<file path="src/hdl/tcw_pkg.sv">
`default_nettype none

package tcw_pkg;

    // request kinds carried in s_tuser
    localparam logic [1:0] MODE_WRITE = 2'd0;
    localparam logic [1:0] MODE_CLEAR = 2'd1;
    localparam logic [1:0] MODE_READ  = 2'd2;

    // configuration register indexes
    localparam logic REG_FOREGROUND = 1'b0;
    localparam logic REG_BACKGROUND = 1'b1;

    // colour reset values
    localparam logic [3:0] FOREGROUND_RESET = 4'h7;
    localparam logic [3:0] BACKGROUND_RESET = 4'h0;

    // character codes
    localparam logic [7:0] NUL_CODE     = 8'h00;
    localparam logic [7:0] NEWLINE_CODE = 8'h0A;
    localparam logic [7:0] SPACE_CODE   = 8'h20;

    // fixed field widths
    localparam int CHAR_W   = 8;
    localparam int ATTR_W   = 8;
    localparam int INDEX_W  = 11;
    localparam int CELL_W   = CHAR_W + ATTR_W;

    // one result, cell_char in the lowest bits
    typedef struct packed {
        logic [INDEX_W-1:0] cursor_position;
        logic [ATTR_W-1:0]  cell_attribute;
        logic [CHAR_W-1:0]  cell_char;
    } result_t;

    typedef enum logic [1:0] {
        ST_IDLE,
        ST_READ,
        ST_SWEEP
    } ctrl_state_t;

endpackage

`default_nettype wire

</file>
<file path="src/hdl/tcw_ctrl.sv">
`default_nettype none

module tcw_ctrl #(
    parameter int COLUMNS = 80,
    parameter int ROWS    = 25
) (
    input  wire logic                                 aclk,
    input  wire logic                                 aresetn,
    input  wire logic                                 s_tvalid,
    output logic                                      s_tready,
    input  wire logic [1:0]                           mode,
    input  wire logic [tcw_pkg::CHAR_W-1:0]           char_code,
    input  wire logic [tcw_pkg::INDEX_W-1:0]          cell_index,
    input  wire logic [tcw_pkg::ATTR_W-1:0]           attribute,
    input  wire logic                                 out_free,
    output logic                                      res_load,
    output tcw_pkg::result_t                          res,
    output logic                                      mem_we,
    output logic [$clog2(COLUMNS*ROWS)-1:0]           mem_waddr,
    output logic [tcw_pkg::CELL_W-1:0]                mem_wdata,
    output logic [$clog2(COLUMNS*ROWS)-1:0]           mem_raddr,
    input  wire logic [tcw_pkg::CELL_W-1:0]           mem_rdata
);

    localparam int CELL_COUNT = COLUMNS * ROWS;
    localparam int AW         = $clog2(CELL_COUNT);
    localparam int AW1        = AW + 1;
    localparam int LW         = $clog2(CELL_COUNT + 1);
    localparam int CLW        = $clog2(COLUMNS);
    localparam int CW         = ((AW > tcw_pkg::INDEX_W) ? AW : tcw_pkg::INDEX_W) + 1;
    localparam logic [AW-1:0]  LAST_LINE  = AW'((ROWS - 1) * COLUMNS);
    localparam logic [AW-1:0]  ROW_STEP   = AW'(COLUMNS);
    localparam logic [AW1-1:0] CELLS_WIDE = AW1'(CELL_COUNT);
    localparam logic [CLW-1:0] LAST_COL   = CLW'(COLUMNS - 1);

    tcw_pkg::ctrl_state_t state_reg, state_next;

    logic [AW-1:0]             cursor_reg, cursor_next;
    logic [CLW-1:0]            col_reg, col_next;
    logic [AW-1:0]             line_reg, line_next;
    logic [AW-1:0]             base_reg, base_next;
    logic [AW-1:0]             sweep_addr_reg, sweep_addr_next;
    logic [LW-1:0]             sweep_left_reg, sweep_left_next;
    logic [AW-1:0]             raddr_reg, raddr_next;
    logic                      in_range_reg, in_range_next;
    logic [tcw_pkg::CELL_W-1:0] blank_reg, blank_next;

    logic          accept;
    logic          is_write;
    logic          is_newline;
    logic          is_glyph;
    logic          last_line;
    logic          scroll_req;
    logic [CW-1:0] idx_wide;
    logic          idx_in_range;
    logic [AW1-1:0] rd_sum;
    logic [AW1-1:0] wr_sum;
    logic [AW-1:0]  rd_phys;
    logic [AW-1:0]  wr_phys;
    logic [AW-1:0]  base_step;

    assign s_tready = (state_reg == tcw_pkg::ST_IDLE) && out_free;
    assign accept   = s_tvalid && s_tready;

    // request decode
    always_comb begin
        is_write     = (mode == tcw_pkg::MODE_WRITE);
        is_newline   = is_write && (char_code == tcw_pkg::NEWLINE_CODE);
        is_glyph     = is_write && (char_code != tcw_pkg::NEWLINE_CODE)
                       && (char_code != tcw_pkg::NUL_CODE);
        last_line    = (line_reg == LAST_LINE);
        scroll_req   = last_line && (is_newline || (is_glyph && (col_reg == LAST_COL)));
        idx_wide     = CW'(cell_index);
        idx_in_range = (idx_wide < CW'(CELL_COUNT));
    end

    // logical to physical address through the rotating row base
    always_comb begin
        rd_sum    = {1'b0, AW'(idx_wide)} + {1'b0, base_reg};
        wr_sum    = {1'b0, cursor_reg} + {1'b0, base_reg};
        rd_phys   = (rd_sum >= CELLS_WIDE) ? AW'(rd_sum - CELLS_WIDE) : AW'(rd_sum);
        wr_phys   = (wr_sum >= CELLS_WIDE) ? AW'(wr_sum - CELLS_WIDE) : AW'(wr_sum);
        base_step = (base_reg == LAST_LINE) ? '0 : base_reg + ROW_STEP;
    end

    // next state
    always_comb begin
        state_next = state_reg;
        unique case (state_reg)
            tcw_pkg::ST_IDLE: begin
                if (accept) begin
                    if (mode == tcw_pkg::MODE_READ) begin
                        state_next = tcw_pkg::ST_READ;
                    end else if (mode == tcw_pkg::MODE_CLEAR || scroll_req) begin
                        state_next = tcw_pkg::ST_SWEEP;
                    end
                end
            end
            tcw_pkg::ST_READ: begin
                if (out_free) begin
                    state_next = tcw_pkg::ST_IDLE;
                end
            end
            tcw_pkg::ST_SWEEP: begin
                if (sweep_left_reg == LW'(1)) begin
                    state_next = tcw_pkg::ST_IDLE;
                end
            end
            default: state_next = tcw_pkg::ST_IDLE;
        endcase
    end

    // datapath and memory port
    always_comb begin
        cursor_next     = cursor_reg;
        col_next        = col_reg;
        line_next       = line_reg;
        base_next       = base_reg;
        sweep_addr_next = sweep_addr_reg;
        sweep_left_next = sweep_left_reg;
        raddr_next      = raddr_reg;
        in_range_next   = in_range_reg;
        blank_next      = blank_reg;
        mem_we          = 1'b0;
        mem_waddr       = wr_phys;
        mem_wdata       = {attribute, char_code};
        mem_raddr       = raddr_reg;
        res_load        = 1'b0;
        res             = '0;

        unique case (state_reg)
            tcw_pkg::ST_IDLE: begin
                mem_raddr = rd_phys;
                if (accept) begin
                    case (mode)
                        tcw_pkg::MODE_WRITE: begin
                            if (is_newline) begin
                                col_next = '0;
                                if (last_line) begin
                                    cursor_next = LAST_LINE;
                                end else begin
                                    line_next   = line_reg + ROW_STEP;
                                    cursor_next = line_reg + ROW_STEP;
                                end
                            end else if (is_glyph) begin
                                mem_we      = 1'b1;
                                cursor_next = cursor_reg + AW'(1);
                                col_next    = col_reg + CLW'(1);
                                if (col_reg == LAST_COL) begin
                                    col_next = '0;
                                    if (last_line) begin
                                        cursor_next = LAST_LINE;
                                    end else begin
                                        line_next = line_reg + ROW_STEP;
                                    end
                                end
                            end
                            // scroll: old top row becomes the blank bottom row
                            if (scroll_req) begin
                                sweep_addr_next = base_reg;
                                sweep_left_next = LW'(COLUMNS);
                                base_next       = base_step;
                                blank_next      = {attribute, tcw_pkg::SPACE_CODE};
                            end
                        end
                        tcw_pkg::MODE_CLEAR: begin
                            cursor_next     = '0;
                            col_next        = '0;
                            line_next       = '0;
                            base_next       = '0;
                            sweep_addr_next = '0;
                            sweep_left_next = LW'(CELL_COUNT);
                            blank_next      = {attribute, tcw_pkg::SPACE_CODE};
                        end
                        tcw_pkg::MODE_READ: begin
                            raddr_next    = rd_phys;
                            in_range_next = idx_in_range;
                        end
                        default: begin
                        end
                    endcase
                    if (mode != tcw_pkg::MODE_READ) begin
                        res_load            = 1'b1;
                        res.cursor_position = tcw_pkg::INDEX_W'(cursor_next);
                    end
                end
            end
            tcw_pkg::ST_READ: begin
                if (out_free) begin
                    res_load            = 1'b1;
                    res.cursor_position = tcw_pkg::INDEX_W'(cursor_reg);
                    if (in_range_reg) begin
                        res.cell_char      = mem_rdata[tcw_pkg::CHAR_W-1:0];
                        res.cell_attribute = mem_rdata[tcw_pkg::CELL_W-1:tcw_pkg::CHAR_W];
                    end
                end
            end
            tcw_pkg::ST_SWEEP: begin
                mem_we          = 1'b1;
                mem_waddr       = sweep_addr_reg;
                mem_wdata       = blank_reg;
                sweep_addr_next = sweep_addr_reg + AW'(1);
                sweep_left_next = sweep_left_reg - LW'(1);
            end
            default: begin
            end
        endcase
    end

    // control state
    always_ff @(posedge aclk) begin
        if (!aresetn) begin
            state_reg      <= tcw_pkg::ST_IDLE;
            cursor_reg     <= '0;
            col_reg        <= '0;
            line_reg       <= '0;
            base_reg       <= '0;
            sweep_left_reg <= '0;
        end else begin
            state_reg      <= state_next;
            cursor_reg     <= cursor_next;
            col_reg        <= col_next;
            line_reg       <= line_next;
            base_reg       <= base_next;
            sweep_left_reg <= sweep_left_next;
        end
    end

    // payload
    always_ff @(posedge aclk) begin
        sweep_addr_reg <= sweep_addr_next;
        raddr_reg      <= raddr_next;
        in_range_reg   <= in_range_next;
        blank_reg      <= blank_next;
    end

endmodule

`default_nettype wire

</file>
<file path="config.mk">
export PLATFORM = sky130hd
export DESIGN_NAME = tcw_ctrl
export DESIGN_NICKNAME = d
export VERILOG_FILES = /design/src/hdl/tcw_pkg.sv /design/src/hdl/tcw_ctrl.sv
export SDC_FILE = /design/constraint.sdc
export NUM_CORES = 1
export LEC_CHECK = 0
export BUFFER_PORTS_ARGS = -buffer_cell sky130_fd_sc_hd__buf_2
export CAP_MARGIN = 0
export CELL_PAD_IN_SITES_DETAIL_PLACEMENT = 1
export CELL_PAD_IN_SITES_GLOBAL_PLACEMENT = 1
export CORE_ASPECT_RATIO = 0.75
export CORE_MARGIN = 2
export CORE_UTILIZATION = 37
export DETAILED_ROUTE_END_ITERATION = 8
export PLACE_DENSITY_LB_ADDON = 0.1
export SYNTH_ARGS = -nofsm -noshare
export SYNTH_HDL_FRONTEND = slang
export SYNTH_SLANG_ARGS = --single-unit
</file>
<file path="constraint.sdc">
create_clock -name aclk -period 4.07 [get_ports aclk]
set_input_delay 0.814 -clock aclk [delete_from_list [all_inputs] [get_ports aclk]]
set_output_delay 0.814 -clock aclk [all_outputs]
set_load 0.02 [all_outputs]
</file>
==> impl_metrics.json, run 1 <==
{
  "outcome": "complete, no violations",
  "critical_path_max_stage_delay_ns": 0.32,
  "root_buffer": "clkbuf_16",
  "syn-instance-count": 744,
  "violation_count_after_the_first_detailed_route_iteration": 350,
  "finalNetCount": 964,
  "top_usage_layer": "met2",
  "max_cap_viol_count": 0,
  "vias_post_dr": 6028,
  "final_total_negative_setup_slack_ns": 0,
  "holdWs_ns": 0.494,
  "antenna-diode-count": 0,
  "final_max_slew_violation_count": 0,
  "final_antenna_net_count": 0,
  "gr-usage-met2": 0.383,
  "layout_setup_ws_ns": 0.0313,
  "slew_headroom": 0.462,
  "critPathMostFrequentCell": "mux2_4",
  "synth_area_per_cell_um2": 7.81,
  "layout_commonest_cell": "nand2_1",
  "die_area_um2": 16700,
  "critPathSlowestCell": "mux2_4",
  "timing.final.setup_violations": 0,
  "worst_slew_pin_slew_ns": 0.807,
  "route.detailed.wl_per_inst_um": 18.0,
  "timing.critical_path.buf_inv": 3,
  "drt_via_density": 5.51,
  "power-per-cell-area_nw_per_um2": 264,
  "timing.final.crit_period_ns": 4.04,
  "tritoncts_clock_tree": "done",
  "r2r_slack_ns": 1.25,
  "synth-xor-area-share": 0.0769,
  "crit_chain": "buf_2 > ha_4 > buf_4 > a211o_1 > a211oi_2 > o21bai_1 > xor2_2 > a41o_1 > mux2_4 > mux2_4 > buf_6",
  "synth_adder_area_share": 0.0668,
  "floorplan.rows": 39,
  "numCtsBuffers": 9,
  "clkSlewWorstSetupHoldPaths_ns": 0.06,
  "finalHoldViolCount": 0,
  "initial_cell_density_of_the_core": 0.380,
  "critical_path.top_delay_family": "compound AO/OA/AOI/OAI gates",
  "drc": 0,
  "synth-compound-area-share": 0.191,
  "final_weighted_congestion_of_routability_driven_global_placement": 0.885,
  "clk_path_buf_depth": 2,
  "hold_path_class": "flip-flop to flip-flop",
  "timing.critical_path.from_type": "input pin",
  "track_usage": 0.237,
  "worst_skew_pair_latency_ns": 0.35,
  "layout-drive-gt1-share": 0.243,
  "worst-r2r-cell-count": 11,
  "p_leak_nw": 3.17,
  "ys_warn_count": 0,
  "clock.fmax_mhz": 248,
  "ctsHtreeMaxLevel": 3,
  "primary_ff_master_synth": "dfxtp_1",
  "fin_skew_ns": 0.00789,
  "fillerInstances": 1899,
  "routed_wl_um": 19700,
  "final_min_period_over_clock_period": 0.992,
  "first_global_vias": 6055,
  "type_of_the_setup_path_with_the_least_slack": "input pin to output port",
  "muxShareOfSynthArea": 0.0179,
  "fp.coreArea_um2": 15300,
  "synth_enable_flop_cells": 31,
  "commonest_cells_after_routing_fill_and_taps_aside": "nand2_1 (139), buf_2 (114), nor2_1 (84)",
  "hold_end": "sweep_left_reg[2]$_SDFFE_PN0P_",
  "antenna_violations_before_repair": 0,
  "met1_usage": 0.336,
  "synthToLayoutAreaGrowth_pct": 24.7,
  "port-buffer-count": 116,
  "holdBufCountCts": 0,
  "grt_pass1_wl_um": 31600,
  "cts.sink_count": 76,
  "ioPinCount": 117,
  "dr.pass1.iters": 4,
  "combinational_family_with_the_most_area_after_synthesis": "simple AND/OR/NAND/NOR gates",
  "timing.critical_path.fanout_max": 6,
  "global_route.usage.met3": 0.0329,
  "synthArstFlopShare": 0,
  "required_ns": 3.26,
  "reg2reg_from": "line_reg[4]$_SDFFE_PN0P_",
  "holdCritStartpoint": "sweep_left_reg[2]$_SDFFE_PN0P_",
  "ys_seq_elements": 76,
  "synth.lib_cells_used.distinct": 76,
  "design_power_total_mw": 1.91,
  "dieWidth_um": 149,
  "pin_count_of_the_biggest_net_entering_global_routing": 37,
  "timing.critical_path.arrival_ns": 3.22,
  "crit_path_end_kind": "output port",
  "sequential_area_share_after_synthesis": 0.315,
  "post_synth_instance_area_um2": 5810,
  "dp.final_hpwl_um": 15400,
  "holdPathStages": 2,
  "die_y_um": 113,
  "crit-reg2reg-capture": "base_reg[10]$_SDFFE_PN0P_",
  "max-vdd-ir-drop_uv": 196,
  "synthSimpleGateAreaFrac": 0.289,
  "grt_total_ovfl": 0,
  "preCtsSetupSlack_ns": -0.223
}
==> worst register-to-register path: cells and delay by family, from the launching register on <==
family          cells  cell delay, ns
buf+inv             3            0.68
fa+ha+maj           1            0.17
flops               1            0.35
compound gates      3            0.50
simple gates        4            1.07
==> report_power, final <==
part           internal (mW)  leakage, nW  switching [mW]
Clock                  0.427        0.139           0.330
Sequential             0.809        0.650          0.0147
Combinational          0.129         2.38           0.203
==> worst max-delay path by stage <==
stage / from / to / cells past startpoint
floorplan: cell_index[5] / mem_raddr[5] / 10
global placement: cell_index[4] / mem_raddr[5] / 12
detailed placement: cell_index[4] / mem_raddr[5] / 12
CTS: cell_index[8] / mem_raddr[10] / 12
global route: cell_index[4] / mem_raddr[5] / 12
finish: cell_index[5] / mem_raddr[5] / 11
==> stage by stage <==
stage / util / instances / instance area, um^2
2_1_floorplan: - / 746 / 5820
3_3_place_gp: 0.445 / 1074 / 6800
3_5_place_dp: 0.445 / 1074 / 6800
4_1_cts: 0.467 / 1093 / 7140
5_1_grt: 0.474 / 1094 / 7250
6_report: 0.474 / 1094 / 7250
==> logic make-up after synthesis <==
logic type,after synthesis
XOR/XNOR,51
AND/OR/NAND/NOR,357
other,1
buffers and inverters,58
adder cells (fa/ha/maj),31
flip-flops,76
multiplexers,9
AO/OA/AOI/OAI,161
==> area by class of cell <==
cell class | instances | area, um^2 | share of cell area
multi-input cells | 612 | 3880 | 0.535
flip-flops and latches | 76 | 1830 | 0.253
repair buffers | 158 | 905 | 0.125
well taps | 205 | 256 | 0.0354
clock buffers | 11 | 243 | 0.0335
inverters | 27 | 101 | 0.0140
clock inverters | 5 | 28.8 | 0.00397
==> metal layers <==
layer,part of all wire,vias up
met2,0.47,115
met5,0,-
met4,0.012,0
li1,-,2921
met1,0.49,2972
met3,0.031,20
==> timing repair <==
action / in CTS / in global routing
pin swaps: 8 / 9
gates resized for setup: 8 / 21
cloned: 0 / 0
buffers inserted: 3 / 1
setup endpoints to repair: 5 / 11
==> synth_stat cells, drive strengths merged, types with 9 or more instances <==
cell	n	share of area
a21boi	16	0.021
xor2	20	0.030
nor4	9	0.013
and2	16	0.018
nor2	84	0.054
dfxtp	45	0.16
nor3	18	0.016
o21ai	34	0.030
a21oi	31	0.027
inv	27	0.017
ha	31	0.067
clkbuf	23	0.015
nand3	26	0.022
a31oi	9	0.0097
edfxtp	31	0.16
xnor2	31	0.047
and3	24	0.026
nand2	139	0.090
o21a	11	0.014
No activity file was read; power rests on OpenSTA's default activity.
==> run 2: changes to the inputs <==
- CORE_ASPECT_RATIO: 0.75 -> not set
==> run 2 against run 1 <==
  * Count of clock-buffer cells in the layout decreased by 2
  * Critical endpoint unchanged
  * Design area is 0.78% lower
  * Flip-flop and latch count did not move
  * Non-clock buffer count shrank 9
==> impl_metrics.json, run 2 (synthesis gave the netlist of run 1 again) <==
{
  "outcome": "complete, no violations",
  "antenna_violations_before_repair": 0,
  "setup_repair_after_global_routing_missed_its_margin": "no",
  "synthToLayoutAreaGrowth_pct": 23.7,
  "drt_via_density": 5.42,
  "type_of_the_setup_path_with_the_least_slack": "input pin to output port",
  "route.detailed.wl_per_inst_um": 17.3,
  "combinationalPowerShare": 0.162,
  "critPathMostFrequentCell": "mux2_4",
  "cts.sink_count": 76,
  "critical_path_max_stage_delay_ns": 0.45,
  "power_switching_share": 0.283,
  "postCtsSetupBuffers": 0,
  "hold_path_class": "flip-flop to flip-flop",
  "crit_chain": "buf_2 > ha_4 > a31oi_4 > xnor2_1 > inv_1 > ha_2 > or4b_4 > o21ai_2 > a41o_1 > mux2_4 > mux2_4 > buf_6",
  "layout_commonest_cell": "nand2_1",
  "track_usage": 0.231,
  "floorplan.rows": 45,
  "initial_cell_density_of_the_core": 0.381,
  "ctsHtreeMaxLevel": 3,
  "timing.critical_path.arrival_ns": 3.15,
  "drc": 0,
  "vias_post_dr": 5909,
  "commonest_cells_after_routing_fill_and_taps_aside": "nand2_1 (139), buf_2 (115), nor2_1 (84)",
  "slew_headroom": 0.462,
  "final_min_period_over_clock_period": 0.974,
  "final_total_negative_setup_slack_ns": 0,
  "seq_power_share": 0.421,
  "critical_path.top_delay_family": "multiplexers",
  "utilization": 0.471,
  "dp.final_hpwl_um": 14700,
  "final_max_slew_violation_count": 0,
  "port-buffer-count": 116,
  "dieWidth_um": 129,
  "die_y_um": 129,
  "numCtsBuffers": 9,
  "timing.critical_path.from_type": "input pin",
  "die_area_um2": 16700,
  "finalNetCount": 955,
  "grt_total_ovfl": 0,
  "timing.final.setup_violations": 0,
  "violation_count_after_the_first_detailed_route_iteration": 260,
  "fp.coreArea_um2": 15300,
  "holdWs_ns": 0.497,
  "max_cap_viol_count": 0,
  "final_antenna_net_count": 0,
  "p_leak_nw": 3.13,
  "power.internal_mw": 1.40,
  "fin_skew_ns": 0.00838,
  "timing.critical_path.buf_inv": 3,
  "worst_skew_pair_latency_ns": 0.35,
  "power-per-cell-area_nw_per_um2": 272,
  "crit_path_end_kind": "output port",
  "worst_slew_pin_slew_ns": 0.800,
  "final_weighted_congestion_of_routability_driven_global_placement": 0.888,
  "finalHoldViolCount": 0,
  "clkSlewWorstSetupHoldPaths_ns": 0.06,
  "post_route_standard_cell_area_excluding_fillers_um2": 7190,
  "timing.final.crit_period_ns": 3.96,
  "ioPinCount": 117,
  "dr.pass1.iters": 4,
  "layout-drive-gt1-share": 0.232,
  "routed_wl_um": 18900,
  "total_switching_power_mw": 0.553,
  "clock_power_share": 0.416,
  "pin_count_of_the_biggest_net_entering_global_routing": 39,
  "tritoncts_clock_tree": "done",
  "design_power_total_mw": 1.95,
  "antenna-diode-count": 0,
  "max-vdd-ir-drop_uv": 189,
  "critPathSlowestCell": "or4b_4",
  "dpl_cell_area_um2": 6770,
  "grt_pass1_wl_um": 30500,
  "root_buffer": "clkbuf_16",
  "required_ns": 3.26,
  "clk_path_buf_depth": 2,
  "first_global_vias": 6078,
  "timing.critical_path.fanout_max": 2,
  "clock.fmax_mhz": 252
}
==> run 2: cell count changes in the layout (fill, tap and decap cells not counted), sizes merged <==
cell,previous run,this run
buf,158,149
clkinv,5,4
clkinvlp,0,2
clkbuf,11,9
bufinv,0,1
==> run 2: repair_timing <==
| item | in CTS | in global routing |
|---|---|---|
| gates resized for setup | 6 | 18 |
| pin swaps | 3 | 10 |
| endpoints found under the setup margin | 7 | 13 |
| hold buffers | 0 | 0 |
==> run 2: path summary, 6_finish.rpt <==
kind / cells after the start / startpoint / slack (ns) / end
setup / recovery: 12 / cell_index[4] / 0.11 / mem_raddr[5]
hold / removal: 2 / sweep_left_reg[2]$_SDFFE_PN0P_ / 0.50 / sweep_left_reg[2]$_SDFFE_PN0P_
setup reg to reg: 10 / base_reg[6]$_SDFFE_PN0P_ / 1.33 / raddr_reg[7]$_DFFE_PP_
hold reg to reg: 2 / sweep_left_reg[2]$_SDFFE_PN0P_ / 0.50 / sweep_left_reg[2]$_SDFFE_PN0P_
==> run 2: metrics by stage <==
step	setup slack [ns]	std cells
floorplan	0.0609	746
global placement	-0.134	1075
detailed placement	-0.173	1075
CTS	0.0128	1091
global route	0.0117	1091
finish	0.105	1091
==> run 2: power by group through the flow <==
stage | logic, mW | clock network, mW | registers [mW]
floorplan | 0.191 | 0 | 0.835
global placement | 0.298 | 0 | 0.839
detailed placement | 0.307 | 0 | 0.840
CTS | 0.312 | 0.833 | 0.823
global route | 0.349 | 0.854 | 0.825
finish | 0.317 | 0.813 | 0.823
==> run 2: tightest hold or removal path: stages, from the launching register on <==
cell	delay, ns
dfxtp_1	0.33
nand2_1	0.06
a21oi_1	0.06
==> run 2: layout make-up <==
cell class                      count  area, um^2
Inverter                           27         101
Clock buffer                        9         225
Sequential cell                    76        1830
Clock inverter                      7        67.6
Multi-Input combinational cell    612        3860
Timing Repair Buffer              149         842
Tap cell                          211         264
Fill cell                        1882        8070
==> run 2: per-layer routing <==
metal	vias up	global-route usage	wire (um)
li1	2903	-	-
met1	2877	0.287	8550
met5	-	0	0
met2	113	0.416	9510
met4	0	0.0710	284
met3	16	0.0289	573
